<file path="config.mk">
export PLATFORM = sky130hd
export DESIGN_NAME = linear_convolution_fir_top
export DESIGN_NICKNAME = d
export VERILOG_FILES = /design/src/rtl/core/lcf_pkg.sv /design/src/rtl/core/lcf_datapath.sv /design/src/rtl/core/lcf_ctrl.sv /design/src/rtl/core/linear_convolution_fir_top.sv
export SDC_FILE = /design/constraint.sdc
export NUM_CORES = 1
export LEC_CHECK = 0
export BUFFER_PORTS_ARGS = -buffer_cell sky130_fd_sc_hd__buf_2
export CAP_MARGIN = 20
export CELL_PAD_IN_SITES_DETAIL_PLACEMENT = 0
export CELL_PAD_IN_SITES_GLOBAL_PLACEMENT = 1
export CORE_MARGIN = 5
export CORE_UTILIZATION = 48
export CTS_CLUSTER_DIAMETER = 150
export DETAILED_ROUTE_END_ITERATION = 8
export GPL_TIMING_DRIVEN = 1
export MAX_ROUTING_LAYER = met4
export PLACE_DENSITY_LB_ADDON = 0.1
export SYNTH_ARGS = -nofsm -noshare
export SYNTH_HDL_FRONTEND = slang
export SYNTH_SLANG_ARGS = --single-unit
export TNS_END_PERCENT = 30
</file>
<file path="constraint.sdc">
create_clock -name clk_i -period 6.5 [get_ports clk_i]
set_input_delay 0.65 -clock clk_i [delete_from_list [all_inputs] [get_ports clk_i]]
set_output_delay 0.65 -clock clk_i [all_outputs]
set_load 0.01 [all_outputs]
</file>
<file path="src/rtl/core/lcf_pkg.sv">
// Package for the linear convolution FIR block.
// Holds field widths, reset values, command codes and the controller/datapath structs.
// No dependencies.
`default_nettype none

package lcf_pkg;

  localparam int MAX_TAPS_DEF     = 16;
  localparam int SAMPLE_WIDTH_DEF = 16;
  localparam int RESULT_W         = 36;
  localparam int CFG_W            = 5;
  localparam int TAP_IDX_W        = 4;

  localparam logic [CFG_W-1:0] NUM_TAPS_RESET = 5'd16;

  localparam logic CMD_LOAD   = 1'b0;
  localparam logic CMD_SAMPLE = 1'b1;

  // controller to datapath
  typedef struct packed {
    logic load_coef;
    logic push_in;
    logic push_zero;
    logic issue;
    logic clear_line;
    logic load_out;
    logic out_last;
  } cmd_t;

  // datapath to controller
  typedef struct packed {
    logic last_tap;
    logic pipe_busy;
    logic out_free;
  } status_t;

endpackage

`default_nettype wire

</file>
<file path="src/rtl/core/lcf_datapath.sv">
// Datapath of the linear convolution FIR block: tap count register, coefficient
// and delay line memories, one multiply-accumulate unit and the output register.
// Depends on lcf_pkg.
`default_nettype none

module lcf_datapath #(
  parameter int MAX_TAPS     = lcf_pkg::MAX_TAPS_DEF,
  parameter int SAMPLE_WIDTH = lcf_pkg::SAMPLE_WIDTH_DEF
) (
  input  logic                                clk_i,
  input  logic                                rst_ni,
  input  lcf_pkg::cmd_t                       cmd_i,
  output lcf_pkg::status_t                    status_o,
  output logic [$clog2(MAX_TAPS)-1:0]         tail_len_o,
  input  logic                                cfg_valid_i,
  input  logic [lcf_pkg::CFG_W-1:0]           cfg_data_i,
  input  logic [lcf_pkg::TAP_IDX_W-1:0]       tap_index_i,
  input  logic signed [SAMPLE_WIDTH-1:0]      value_i,
  input  logic                                out_ready_i,
  output logic                                out_valid_o,
  output logic signed [lcf_pkg::RESULT_W-1:0] result_o,
  output logic                                last_of_sequence_o
);
  import lcf_pkg::*;

  localparam int AW     = $clog2(MAX_TAPS);
  localparam int PROD_W = 2 * SAMPLE_WIDTH;
  localparam int EXT_W  = (PROD_W > RESULT_W) ? PROD_W : RESULT_W;
  localparam logic [AW-1:0] LAST_ADDR = AW'(MAX_TAPS - 1);

  logic [CFG_W-1:0] num_taps_q;
  logic [AW:0]      taps;
  logic [AW:0]      taps_m1;

  logic signed [SAMPLE_WIDTH-1:0] coef_mem [MAX_TAPS];
  logic [MAX_TAPS-1:0]            coef_vld_q;
  logic signed [SAMPLE_WIDTH-1:0] line_mem [MAX_TAPS];
  logic [MAX_TAPS-1:0]            line_vld_q;

  logic                           tap_ok;
  logic [AW-1:0]                  tap_addr;
  logic [AW-1:0]                  wp_q, wp_inc, rp_q, k_q;
  logic                           push;
  logic signed [SAMPLE_WIDTH-1:0] push_data;

  logic signed [SAMPLE_WIDTH-1:0] coef_rd_q, samp_rd_q;
  logic                           coef_rdv_q, samp_rdv_q;
  logic signed [SAMPLE_WIDTH-1:0] coef_op, samp_op;
  logic                           rd_v_q, prod_v_q;
  logic signed [PROD_W-1:0]       prod_d, prod_q;
  logic signed [EXT_W-1:0]        prod_ext;
  logic [RESULT_W-1:0]            acc_q;

  logic                           out_valid_q;
  logic signed [RESULT_W-1:0]     result_q;
  logic                           last_q;

  always_ff @(posedge clk_i or negedge rst_ni) begin
    if (!rst_ni) begin
      num_taps_q <= NUM_TAPS_RESET;
    end else if (cfg_valid_i) begin
      num_taps_q <= cfg_data_i;
    end
  end

  // clamp tap count to 1..MAX_TAPS
  always_comb begin
    if (num_taps_q == '0) begin
      taps = (AW+1)'(1);
    end else if (32'(num_taps_q) > MAX_TAPS) begin
      taps = (AW+1)'(MAX_TAPS);
    end else begin
      taps = (AW+1)'(num_taps_q);
    end
  end

  assign taps_m1    = taps - (AW+1)'(1);
  assign tail_len_o = taps_m1[AW-1:0];

  assign tap_ok    = 32'(tap_index_i) < MAX_TAPS;
  assign tap_addr  = AW'(tap_index_i);
  assign wp_inc    = (wp_q == LAST_ADDR) ? '0 : wp_q + AW'(1);
  assign push      = cmd_i.push_in | cmd_i.push_zero;
  assign push_data = cmd_i.push_zero ? '0 : value_i;

  // memory arrays: write and registered read
  always_ff @(posedge clk_i) begin
    if (cmd_i.load_coef && tap_ok) begin
      coef_mem[tap_addr] <= value_i;
    end
    if (push) begin
      line_mem[wp_inc] <= push_data;
    end
    if (cmd_i.issue) begin
      coef_rd_q <= coef_mem[k_q];
      samp_rd_q <= line_mem[rp_q];
    end
  end

  always_ff @(posedge clk_i or negedge rst_ni) begin
    if (!rst_ni) begin
      coef_vld_q <= '0;
      line_vld_q <= '0;
      coef_rdv_q <= 1'b0;
      samp_rdv_q <= 1'b0;
      wp_q       <= '0;
      rp_q       <= '0;
      k_q        <= '0;
      rd_v_q     <= 1'b0;
      prod_v_q   <= 1'b0;
    end else begin
      rd_v_q   <= cmd_i.issue;
      prod_v_q <= rd_v_q;
      if (cmd_i.load_coef && tap_ok) begin
        coef_vld_q[tap_addr] <= 1'b1;
      end
      if (cmd_i.clear_line) begin
        line_vld_q <= '0;
      end else if (push) begin
        line_vld_q[wp_inc] <= 1'b1;
      end
      if (push) begin
        wp_q <= wp_inc;
        rp_q <= wp_inc;
        k_q  <= '0;
      end else if (cmd_i.issue) begin
        // walk back through the delay line, forward through the taps
        rp_q       <= (rp_q == '0) ? LAST_ADDR : rp_q - AW'(1);
        k_q        <= k_q + AW'(1);
        coef_rdv_q <= coef_vld_q[k_q];
        samp_rdv_q <= line_vld_q[rp_q];
      end
    end
  end

  // entries never written read as zero
  assign coef_op = coef_rdv_q ? coef_rd_q : '0;
  assign samp_op = samp_rdv_q ? samp_rd_q : '0;
  assign prod_d  = coef_op * samp_op;

  always_ff @(posedge clk_i) begin
    prod_q <= prod_d;
  end

  assign prod_ext = EXT_W'(prod_q);

  always_ff @(posedge clk_i) begin
    if (push) begin
      acc_q <= '0;
    end else if (prod_v_q) begin
      acc_q <= acc_q + prod_ext[RESULT_W-1:0];
    end
  end

  always_ff @(posedge clk_i or negedge rst_ni) begin
    if (!rst_ni) begin
      out_valid_q <= 1'b0;
    end else if (cmd_i.load_out) begin
      out_valid_q <= 1'b1;
    end else if (out_ready_i) begin
      out_valid_q <= 1'b0;
    end
  end

  always_ff @(posedge clk_i) begin
    if (cmd_i.load_out) begin
      result_q <= acc_q;
      last_q   <= cmd_i.out_last;
    end
  end

  assign out_valid_o        = out_valid_q;
  assign result_o           = result_q;
  assign last_of_sequence_o = last_q;

  assign status_o.last_tap  = (k_q == taps_m1[AW-1:0]);
  assign status_o.pipe_busy = rd_v_q | prod_v_q;
  assign status_o.out_free  = !out_valid_q || out_ready_i;

endmodule

`default_nettype wire

</file>
<file path="src/rtl/core/lcf_ctrl.sv">
// Controller of the linear convolution FIR block: sequences loads, sample pushes,
// tap walks and tail flushes. Depends on lcf_pkg.
`default_nettype none

module lcf_ctrl #(
  parameter int MAX_TAPS = lcf_pkg::MAX_TAPS_DEF
) (
  input  logic                        clk_i,
  input  logic                        rst_ni,
  input  logic                        in_valid_i,
  output logic                        in_ready_o,
  input  logic                        command_i,
  input  logic                        end_of_sequence_i,
  input  logic [$clog2(MAX_TAPS)-1:0] tail_len_i,
  input  lcf_pkg::status_t            status_i,
  output lcf_pkg::cmd_t               cmd_o
);
  import lcf_pkg::*;

  localparam int AW = $clog2(MAX_TAPS);

  typedef enum logic [1:0] {
    S_IDLE,
    S_PUSH,
    S_MAC,
    S_DRAIN
  } state_e;

  state_e        state_q;
  logic          eos_q;
  logic [AW-1:0] rem_q;
  logic          in_acc;
  logic          done;

  assign in_ready_o = (state_q == S_IDLE);
  assign in_acc     = in_valid_i && in_ready_o;
  assign done       = !status_i.pipe_busy && status_i.out_free;

  always_comb begin
    cmd_o = '0;
    case (state_q)
      S_IDLE: begin
        cmd_o.load_coef = in_acc && (command_i == CMD_LOAD);
        cmd_o.push_in   = in_acc && (command_i == CMD_SAMPLE);
      end
      S_PUSH: begin
        cmd_o.push_zero = 1'b1;
      end
      S_MAC: begin
        cmd_o.issue = 1'b1;
      end
      S_DRAIN: begin
        if (done) begin
          cmd_o.load_out   = 1'b1;
          cmd_o.out_last   = eos_q && (rem_q == '0);
          // drop the delay line once the sequence is flushed
          cmd_o.clear_line = eos_q && (rem_q == '0);
        end
      end
      default: cmd_o = '0;
    endcase
  end

  always_ff @(posedge clk_i or negedge rst_ni) begin
    if (!rst_ni) begin
      state_q <= S_IDLE;
      eos_q   <= 1'b0;
      rem_q   <= '0;
    end else begin
      case (state_q)
        S_IDLE: begin
          if (in_acc && (command_i == CMD_SAMPLE)) begin
            eos_q   <= end_of_sequence_i;
            rem_q   <= end_of_sequence_i ? tail_len_i : '0;
            state_q <= S_MAC;
          end
        end
        S_PUSH: begin
          state_q <= S_MAC;
        end
        S_MAC: begin
          if (status_i.last_tap) begin
            state_q <= S_DRAIN;
          end
        end
        S_DRAIN: begin
          if (done) begin
            if (rem_q != '0) begin
              rem_q   <= rem_q - AW'(1);
              state_q <= S_PUSH;
            end else begin
              state_q <= S_IDLE;
            end
          end
        end
        default: state_q <= S_IDLE;
      endcase
    end
  end

endmodule

`default_nettype wire

</file>
<file path="src/rtl/core/linear_convolution_fir_top.sv">
// Top level of the linear convolution FIR block.
// Instantiates lcf_ctrl and lcf_datapath; depends on lcf_pkg.
//
// Direct-form FIR convolution with one shared multiply-accumulate unit. A load word
// (command 0) writes one coefficient and leaves the input ready. A sample word
// (command 1) is pushed into a circular delay line on acceptance, and the unit then
// walks the n taps one per cycle, n being the tap count in use (num_taps clamped to
// 1..MAX_TAPS). Each tap read passes the memory read and multiply registers, and
// the sum is loaded into the output register; then the block is ready again. A
// sample flagged end_of_sequence is followed by n-1 tail results, the last one
// flagged last_of_sequence; the delay line then reads as zero. The output register
// lets the next word be accepted while a result still waits; a full
// output register stalls only the final step.
// Results are Q6.30 in 36 bits, modulo 2^36.
`default_nettype none

module linear_convolution_fir_top #(
  parameter int MAX_TAPS     = lcf_pkg::MAX_TAPS_DEF,
  parameter int SAMPLE_WIDTH = lcf_pkg::SAMPLE_WIDTH_DEF
) (
  input  logic                                clk_i,
  input  logic                                rst_ni,
  input  logic                                cfg_valid_i,
  output logic                                cfg_ready_o,
  input  logic [lcf_pkg::CFG_W-1:0]           cfg_data_i,
  input  logic                                in_valid_i,
  output logic                                in_ready_o,
  input  logic                                command_i,
  input  logic [lcf_pkg::TAP_IDX_W-1:0]       tap_index_i,
  input  logic signed [SAMPLE_WIDTH-1:0]      value_i,
  input  logic                                end_of_sequence_i,
  output logic                                out_valid_o,
  input  logic                                out_ready_i,
  output logic signed [lcf_pkg::RESULT_W-1:0] result_o,
  output logic                                last_of_sequence_o
);
  import lcf_pkg::*;

  localparam int AW = $clog2(MAX_TAPS);

  cmd_t          cmd;
  status_t       status;
  logic [AW-1:0] tail_len;

  assign cfg_ready_o = 1'b1;

  lcf_ctrl #(
    .MAX_TAPS (MAX_TAPS)
  ) u_ctrl (
    .clk_i             (clk_i),
    .rst_ni            (rst_ni),
    .in_valid_i        (in_valid_i),
    .in_ready_o        (in_ready_o),
    .command_i         (command_i),
    .end_of_sequence_i (end_of_sequence_i),
    .tail_len_i        (tail_len),
    .status_i          (status),
    .cmd_o             (cmd)
  );

  lcf_datapath #(
    .MAX_TAPS     (MAX_TAPS),
    .SAMPLE_WIDTH (SAMPLE_WIDTH)
  ) u_datapath (
    .clk_i              (clk_i),
    .rst_ni             (rst_ni),
    .cmd_i              (cmd),
    .status_o           (status),
    .tail_len_o         (tail_len),
    .cfg_valid_i        (cfg_valid_i),
    .cfg_data_i         (cfg_data_i),
    .tap_index_i        (tap_index_i),
    .value_i            (value_i),
    .out_ready_i        (out_ready_i),
    .out_valid_o        (out_valid_o),
    .result_o           (result_o),
    .last_of_sequence_o (last_of_sequence_o)
  );

endmodule

`default_nettype wire

</file>
* Word-level counts from Yosys, hierarchy flattened
Memory sizes are Yosys's and may differ from the RTL's. A register that Yosys moved wholly into a read port is not among the register bits.
Index checks and enable logic that the tools add are counted.
** Storage, ports and cells
- Output and inout port bits :: 40
- Bits in latches :: 0
- Register bits after elaboration :: 166
- Memories kept :: 2
- Bits of input ports :: 32
- Bits in read-only memories :: 0
- Word-level logic and storage cells :: 115
- Memory bits (writable) :: 512
** Cells by class
- Reduce and logical (&&, ||, !) cells :: 24
- Divide/modulo/power cells :: 0
- Multiplexer cells :: 42
- Bitwise gates (word level) :: 6
- Equal/unequal tests :: 9
- Multiply operators :: 1
- Order comparisons :: 7
- Shifts and indexed selects :: 0
- Add/sub/neg operators :: 6
** Memories
- u_datapath.coef_mem :: depth 16, width 16, read ports 1, clocked after Yosys merged registers in 1, wr ports 1, line lcf_datapath.sv:35 : logic signed [SAMPLE_WIDTH-1:0] coef_mem [MAX_TAPS];
- u_datapath.line_mem :: depth 16, width 16, read ports 1, clocked after Yosys merged registers in 1, wr ports 1, line lcf_datapath.sv:37 : logic signed [SAMPLE_WIDTH-1:0] line_mem [MAX_TAPS];
** Operators by type and width (number)
- two-way mux 16 bit :: 5
- two-way mux 4 bit :: 12
- adder 36 bit :: 1
- multiplier 16 x 16 -> 32 bit :: 1
- OR 16 bit :: 2
- less-than comparator 4 x 5 -> 1 bit, second input constant :: 4
- two-way mux 1 bit :: 13
- subtractor 4 x 1 -> 4 bit, second input constant :: 3
- adder 4 x 1 -> 4 bit, second input constant :: 2
- binary-select mux 1 bit (select 4 bit) :: 2
- demux 1 bit (select 4 bit) :: 2
- greater-or-equal comparator 4 x 1 -> 1 bit, second input constant :: 2
- logical NOT 4 bit :: 2
- two-way mux 2 bit :: 4
- case mux 2 bit (4 select lines) :: 1
- case mux 4 bit (2 select lines) :: 1
- nonzero test 2 bit :: 4
- logical AND 1 bit :: 7
- two-way mux 3 bit :: 2
- AND reduction 2 bit :: 3
- greater-than comparator 5 bit, second input constant :: 1
- logical NOT 5 bit :: 1
- == test 2 bit, second input constant :: 2
- == test 4 bit :: 1
- 12 further kinds :: 17

* Logic depth before layout (Yosys ltp)
- Depth in word-level cells :: 9
- Gate-level depth with buffers :: 25
- Depth with buffers taken out :: 23

* By module
Synthesis repeated with hierarchy kept, for this count alone.
** Unflattened totals
- Cells, all modules :: 2775
- Area, all modules :: 38114.1 um^2
** Modules (own cells, without submodules)
- lcf_datapath :: instances 1, area each 37597.3 um^2, sequential area each 20160.6 um^2, cells each 2724
- lcf_ctrl :: instances 1, area each 505.5 um^2, sequential area each 175.2 um^2, cells each 49
- linear_convolution_fir_top :: instances 1, area each 11.3 um^2, sequential area each 0.0 um^2, cells each 2

* Worst setup path after synthesis
No wires, ideal clock.
- Path type :: reg-to-reg
- Start :: register u_datapath.samp_rdv_q
- End :: register u_datapath.prod_q[31]
- Setup time :: 0.118 ns
- Slack :: 0.161 ns
- Arrival :: 6.220 ns
- Cell stages (with the launch flop) :: 21
- Clock period less this slack :: 6.339 ns
- Path buffers :: 2
- Required time :: 6.382 ns
- Cell sequence :: dfrtp_1 > clkbuf_1 > clkbuf_1 > nand3_1 > fa_1 > inv_1 > fa_1 > inv_1 > fa_1 > fa_1 > fa_1 > fa_1 > inv_1 > ha_1 > a21o_1 > or3_1 > a311oi_2 > o21ai_1 > a221o_1 > a21oi_2 > xnor2_1
** Between the ends
- Longest elaborated chain between the ends :: 2
** Ends and longest elaborated chain
- start: declaration :: line lcf_datapath.sv:47 : logic coef_rdv_q, samp_rdv_q;
- start signal: assignment :: line lcf_datapath.sv:131 : samp_rdv_q <= line_vld_q[rp_q];
- two-way mux 16 bit :: line lcf_datapath.sv:138 : assign samp_op = samp_rdv_q ? samp_rd_q : '0;
- multiplier 16 x 16 -> 32 bit :: line lcf_datapath.sv:139 : assign prod_d = coef_op * samp_op;
- net u_datapath.prod_d[31] :: line lcf_datapath.sv:50 : logic signed [PROD_W-1:0] prod_d, prod_q;
- end signal: assignment :: line lcf_datapath.sv:142 : prod_q <= prod_d;
- end: declaration :: line lcf_datapath.sv:50
The timed path passes the listed nets, and every way through them passes these cells.
A chain may end at the register's enable or synchronous reset.

* Worst setup path in the final report
- Start :: register u_datapath.coef_rdv_q
- End :: register u_datapath.prod_q[31]
** Between the ends
- Longest elaborated chain between the ends :: 2
** Ends and longest elaborated chain
- start: declaration :: line lcf_datapath.sv:47
- start signal: assignment :: line lcf_datapath.sv:130 : coef_rdv_q <= coef_vld_q[k_q];
- two-way mux 16 bit :: line lcf_datapath.sv:137 : assign coef_op = coef_rdv_q ? coef_rd_q : '0;
- multiplier 16 x 16 -> 32 bit :: line lcf_datapath.sv:139
- net u_datapath.prod_d[31] :: line lcf_datapath.sv:50
The timed path passes the listed nets, and every way through them passes these cells.

==> flow_summary_export.csv <==
group,metric,value,unit
status,outcome,"finished clean",
setup_path,crit_path_start_kind,"flip-flop",
timing,maxSlewHeadroom,28.47,%
flow_run,max_cap_violations,0,
timing,fin_skew,0.04379,ns
hold_path,min_path_type,"primary input to asynchronous set/reset pin",
synthesis,yosys.area.top_type,"edfxtp_1",
timing,final_hold_viol_count,0,
setup_path,cp_max_fo,22,
grt,grt_overflow_total,0,
synthesis,yosys.area_share.simple,7.562,%
placement,dp.final_hpwl,65160,um
cells_and_area,fin_nets,3341,
synthesis,synth.avg_cell_area,13.78,sq um
floorplanning,coreArea,0.07874,sq mm
power_and_ir_drop,ir_drop,0.0002574,V
synthesis,syn_inst,2761,
synthesis,synth-edff-count,581,
timing,period_needed,6.283,ns
synthesis,synthAdderAreaFrac,17.99,%
setup_path,cpPeakStageDelay,0.58,ns
setup_path,path_cells,"buf_12 > and2_1 > buf_4 > nand2_1 > fa_1 > inv_1 > fa_1 > fa_1 > fa_1 > fa_1 > inv_1 > fa_1 > inv_1 > ha_1 > nor2b_1 > o41a_1 > a311oi_2 > o21ai_2 > a221o_1 > a21oi_2 > xnor2_1",
setup_path,cp_slowest_cell,"fa_1",
synthesis,synth_top_family_by_area,"adder cells",
drt,vias_per_cell,5.512,
synthesis,synthDistinctLibCells,74,
synthesis,synth_xor_area_share,1.704,%
drt,avgRoutedWirePerCell,23.23,um
synthesis,async_flop_share,8.592,%
cells_and_area,fill_cells,6538,
drt,drtAntennaViolNets,0,
floorplanning,die_w,291.5,um
placement,port_buffers,70,
placement,routabilityCongestion,0.9383,
timing,slew_violations,0,
floorplanning,ios,72,
synthesis,synth-compound-area-share,5.316,%
drt,drc,0,
grt,grt_pass1_vias,23405,
synthesis,synth_area,0.03804,sq mm
clock_network,insertion_delay,0.65,ns
placement,dpl.cell_count,3884,
floorplanning,initial_utilization,48.31,%
cells_and_area,drive_gt1_share,18.68,%
power_and_ir_drop,p_leak,17.22,nW
clock_network,cts_sinks,710,
setup_path,crit_required,6.98,ns
synthesis,synth_nets,3182,
synthesis,muxShareOfSynthArea,9.658,%
setup_path,arrival,6.76,ns
synthesis,ys_top_cells_by_area,"edfxtp_1, fa_1, mux4_2",
drt,vias,22236,
drt,wirelength,93720,um
drt,first_iter_violations,1512,
cells_and_area,instances_no_fill,4034,
setup_path,cp-startpoint,"u_datapath.coef_rdv_q$_DFFE_PN0P_",
synthesis,synth_top_area_share,45.87,%
synthesis,synth_flop_cell,"edfxtp_1",
setup_path,r2r_start,"u_datapath.coef_rdv_q$_DFFE_PN0P_",
cells_and_area,syn_to_final_growth,13.28,%
clock_network,clockBufferDepth,3,
synthesis,yosysWarnings,0,
synthesis,ys_seq_area_share,53.46,%
timing,max_clock_freq,0.1592,GHz
clock_network,h-tree-depth,3,
grt,grt_max_degree,62,
setup_path,crit_family,"adder cells",
clock_network,path_clk_slew,0.06,ns
synthesis,synth-seq-cells,710,
timing,setup_viol,0,
floorplanning,die_area,0.08497,sq mm
clock_network,postCtsHoldBufs,0,
floorplanning,rows,103,
clock_network,numCtsBuffers,77,
setup_path,endpoint_kind,"flip-flop",
setup_path,cp_common_cell,"fa_1",
setup_path,path_buf_inv,5,
floorplanning,fp.dieH,291.5,um
grt,grt_pass1_wl,143400,um
drt,firstDrtPassIters,6,
timing,setup_tns,0,ns
setup_path,crit_type,"flip-flop to flip-flop",
power_and_ir_drop,finalPower,15.94,mW
clock_network,cts_tree,"built",
grt,antenna_found_initial,4,
power_and_ir_drop,p_per_area,369.9,mW/mm^2
timing,min_period_over_period,96.66,%
clock_network,ctsRootBufferMaster,"clkbuf_16",
grt,grt_usage,22.70,%
timing,worst_slew_pin_slew,1.070,ns
## worst register-to-register path, stage by stage (launching register included)
cell	delay, ns
dfrtp_1	0.39
buf_12	0.17
and2_1	0.29
buf_4	0.23
nand2_1	0.09
fa_1	0.53
inv_1	0.05
fa_1	0.48
fa_1	0.58
fa_1	0.43
fa_1	0.49
inv_1	0.05
fa_1	0.47
inv_1	0.04
ha_1	0.31
nor2b_1	0.17
o41a_1	0.34
a311oi_2	0.30
o21ai_2	0.10
a221o_1	0.37
a21oi_2	0.15
xnor2_1	0.08
## metrics by stage
step / hold WS [ns] / worst slack, ns / utilization [%] / instance area, sq um
finish: 0.09589 / 0.2169 / 54.72 / 43090
detailed placement: 0.3708 / -0.004958 / 51.15 / 40280
CTS: 0.1085 / 0.005005 / 54.41 / 42840
global route: 0.1463 / -0.005711 / 54.72 / 43090
floorplan: 0.3480 / 0.1613 / - / 38040
global placement: 0.3575 / 0.07871 / 51.15 / 40280
## cells by family after synthesis
| family | after synthesis |
|---|---|
| AOI/OAI and AO/OA | 290 |
| other | 1 |
| adders and majority gates | 389 |
| xor gates and xnor gates | 74 |
| muxes | 217 |
| DFF | 710 |
| and+or+nand+nor | 650 |
| buffers and inverters | 430 |
## final cells by class
type | instances | area [sq um] | area share, %
multi-input cells | 1621 | 16340 | 37.92
flip-flops and latches | 710 | 20350 | 47.23
diodes | 2 | 5.005 | 0.01162
well taps | 1050 | 1314 | 3.049
repair buffers | 189 | 1320 | 3.064
clock buffers | 96 | 2038 | 4.730
inverters | 321 | 1205 | 2.796
clock inverters | 45 | 520.5 | 1.208
## cell usage after synthesis, types with 12 or more instances
cell      number
a21o_1        28
a21oi_1       59
a221oi_1      35
a22oi_1       16
and2_1        44
buf_2         14
clkbuf_1      88
dfrtp_1       60
dfxtp_1       68
edfxtp_1     581
fa_1         263
ha_1         126
inv_1        319
mux2i_1       88
mux4_2       119
nand2_1      189
nand2b_1      17
nand3_1       31
nand3b_1      12
nor2_1       279
nor3_1        15
o21a_1        13
o21ai_0       52
or2_2         20
xnor2_1       51
xor2_1        23
## where the power goes
part	leakage, nW	switching [mW]	internal, mW
clock network	1.24	1.84	2.50
logic	9.39	3.11	2.34
registers	6.60	0.599	5.55
total	17.2	5.55	10.4
## path summary, 6_finish.rpt
kind / to / cells after the start / slack, ns
worst max register to register: u_datapath.prod_q[31]$_DFF_P_ / 21 / 0.22
worst min register to register: u_datapath.prod_v_q$_DFF_PN0_ / 0 / 0.38
max in group asynchronous: u_datapath.k_q[0]$_DFFE_PN0P_ / 1 / 5.67
worst min-delay path: u_datapath.line_vld_q[1]$_DFFE_PN0P_ / 1 / 0.1
min in group clk_i: u_datapath.num_taps_q[3]$_DFFE_PN0P_ / 2 / 0.25
worst max-delay path: u_datapath.prod_q[31]$_DFF_P_ / 21 / 0.22
## per-layer routing
metal | GRT usage (%) | part of all wire (%) | vias up | wire, um
li1 | - | - | 10030 | -
met1 | 30.09 | 42 | 11499 | 39810
met2 | 37.21 | 50 | 573 | 46660
met3 | 3.197 | 4.9 | 134 | 4597
met4 | 6.430 | 2.8 | 0 | 2655
met5 | - | 0 | - | 0
## what timing repair did
item,CTS,global route
cloned,0,1
gates resized for setup,3,60
pin swaps,0,4
endpoints found under the setup margin,2,10
buffers inserted,0,6
## registers in the layout, summed over array words and instances, names as in the netlist, 5 cells and up
| register | cells |
|---|---|
| u_datapath.acc_q | 36 |
| u_datapath.coef_mem | 256 |
| u_datapath.coef_rd_q | 16 |
| u_datapath.coef_vld_q | 16 |
| u_datapath.line_mem | 256 |
| u_datapath.line_vld_q | 16 |
| u_datapath.num_taps_q | 5 |
| u_datapath.prod_q | 32 |
| u_datapath.result_o | 36 |
| u_datapath.samp_rd_q | 16 |
## cells in the final DEF (no fill, tap or decap), drive strengths merged, types with 68 or more instances in the layout
master  count
nand2     189
buf       188
inv       320
clkbuf     97
dfxtp      68
mux2i      88
mux4      119
ha        126
fa        263
nor2      279
edfxtp    581
Note: power is estimated with default switching activity, not from simulation.
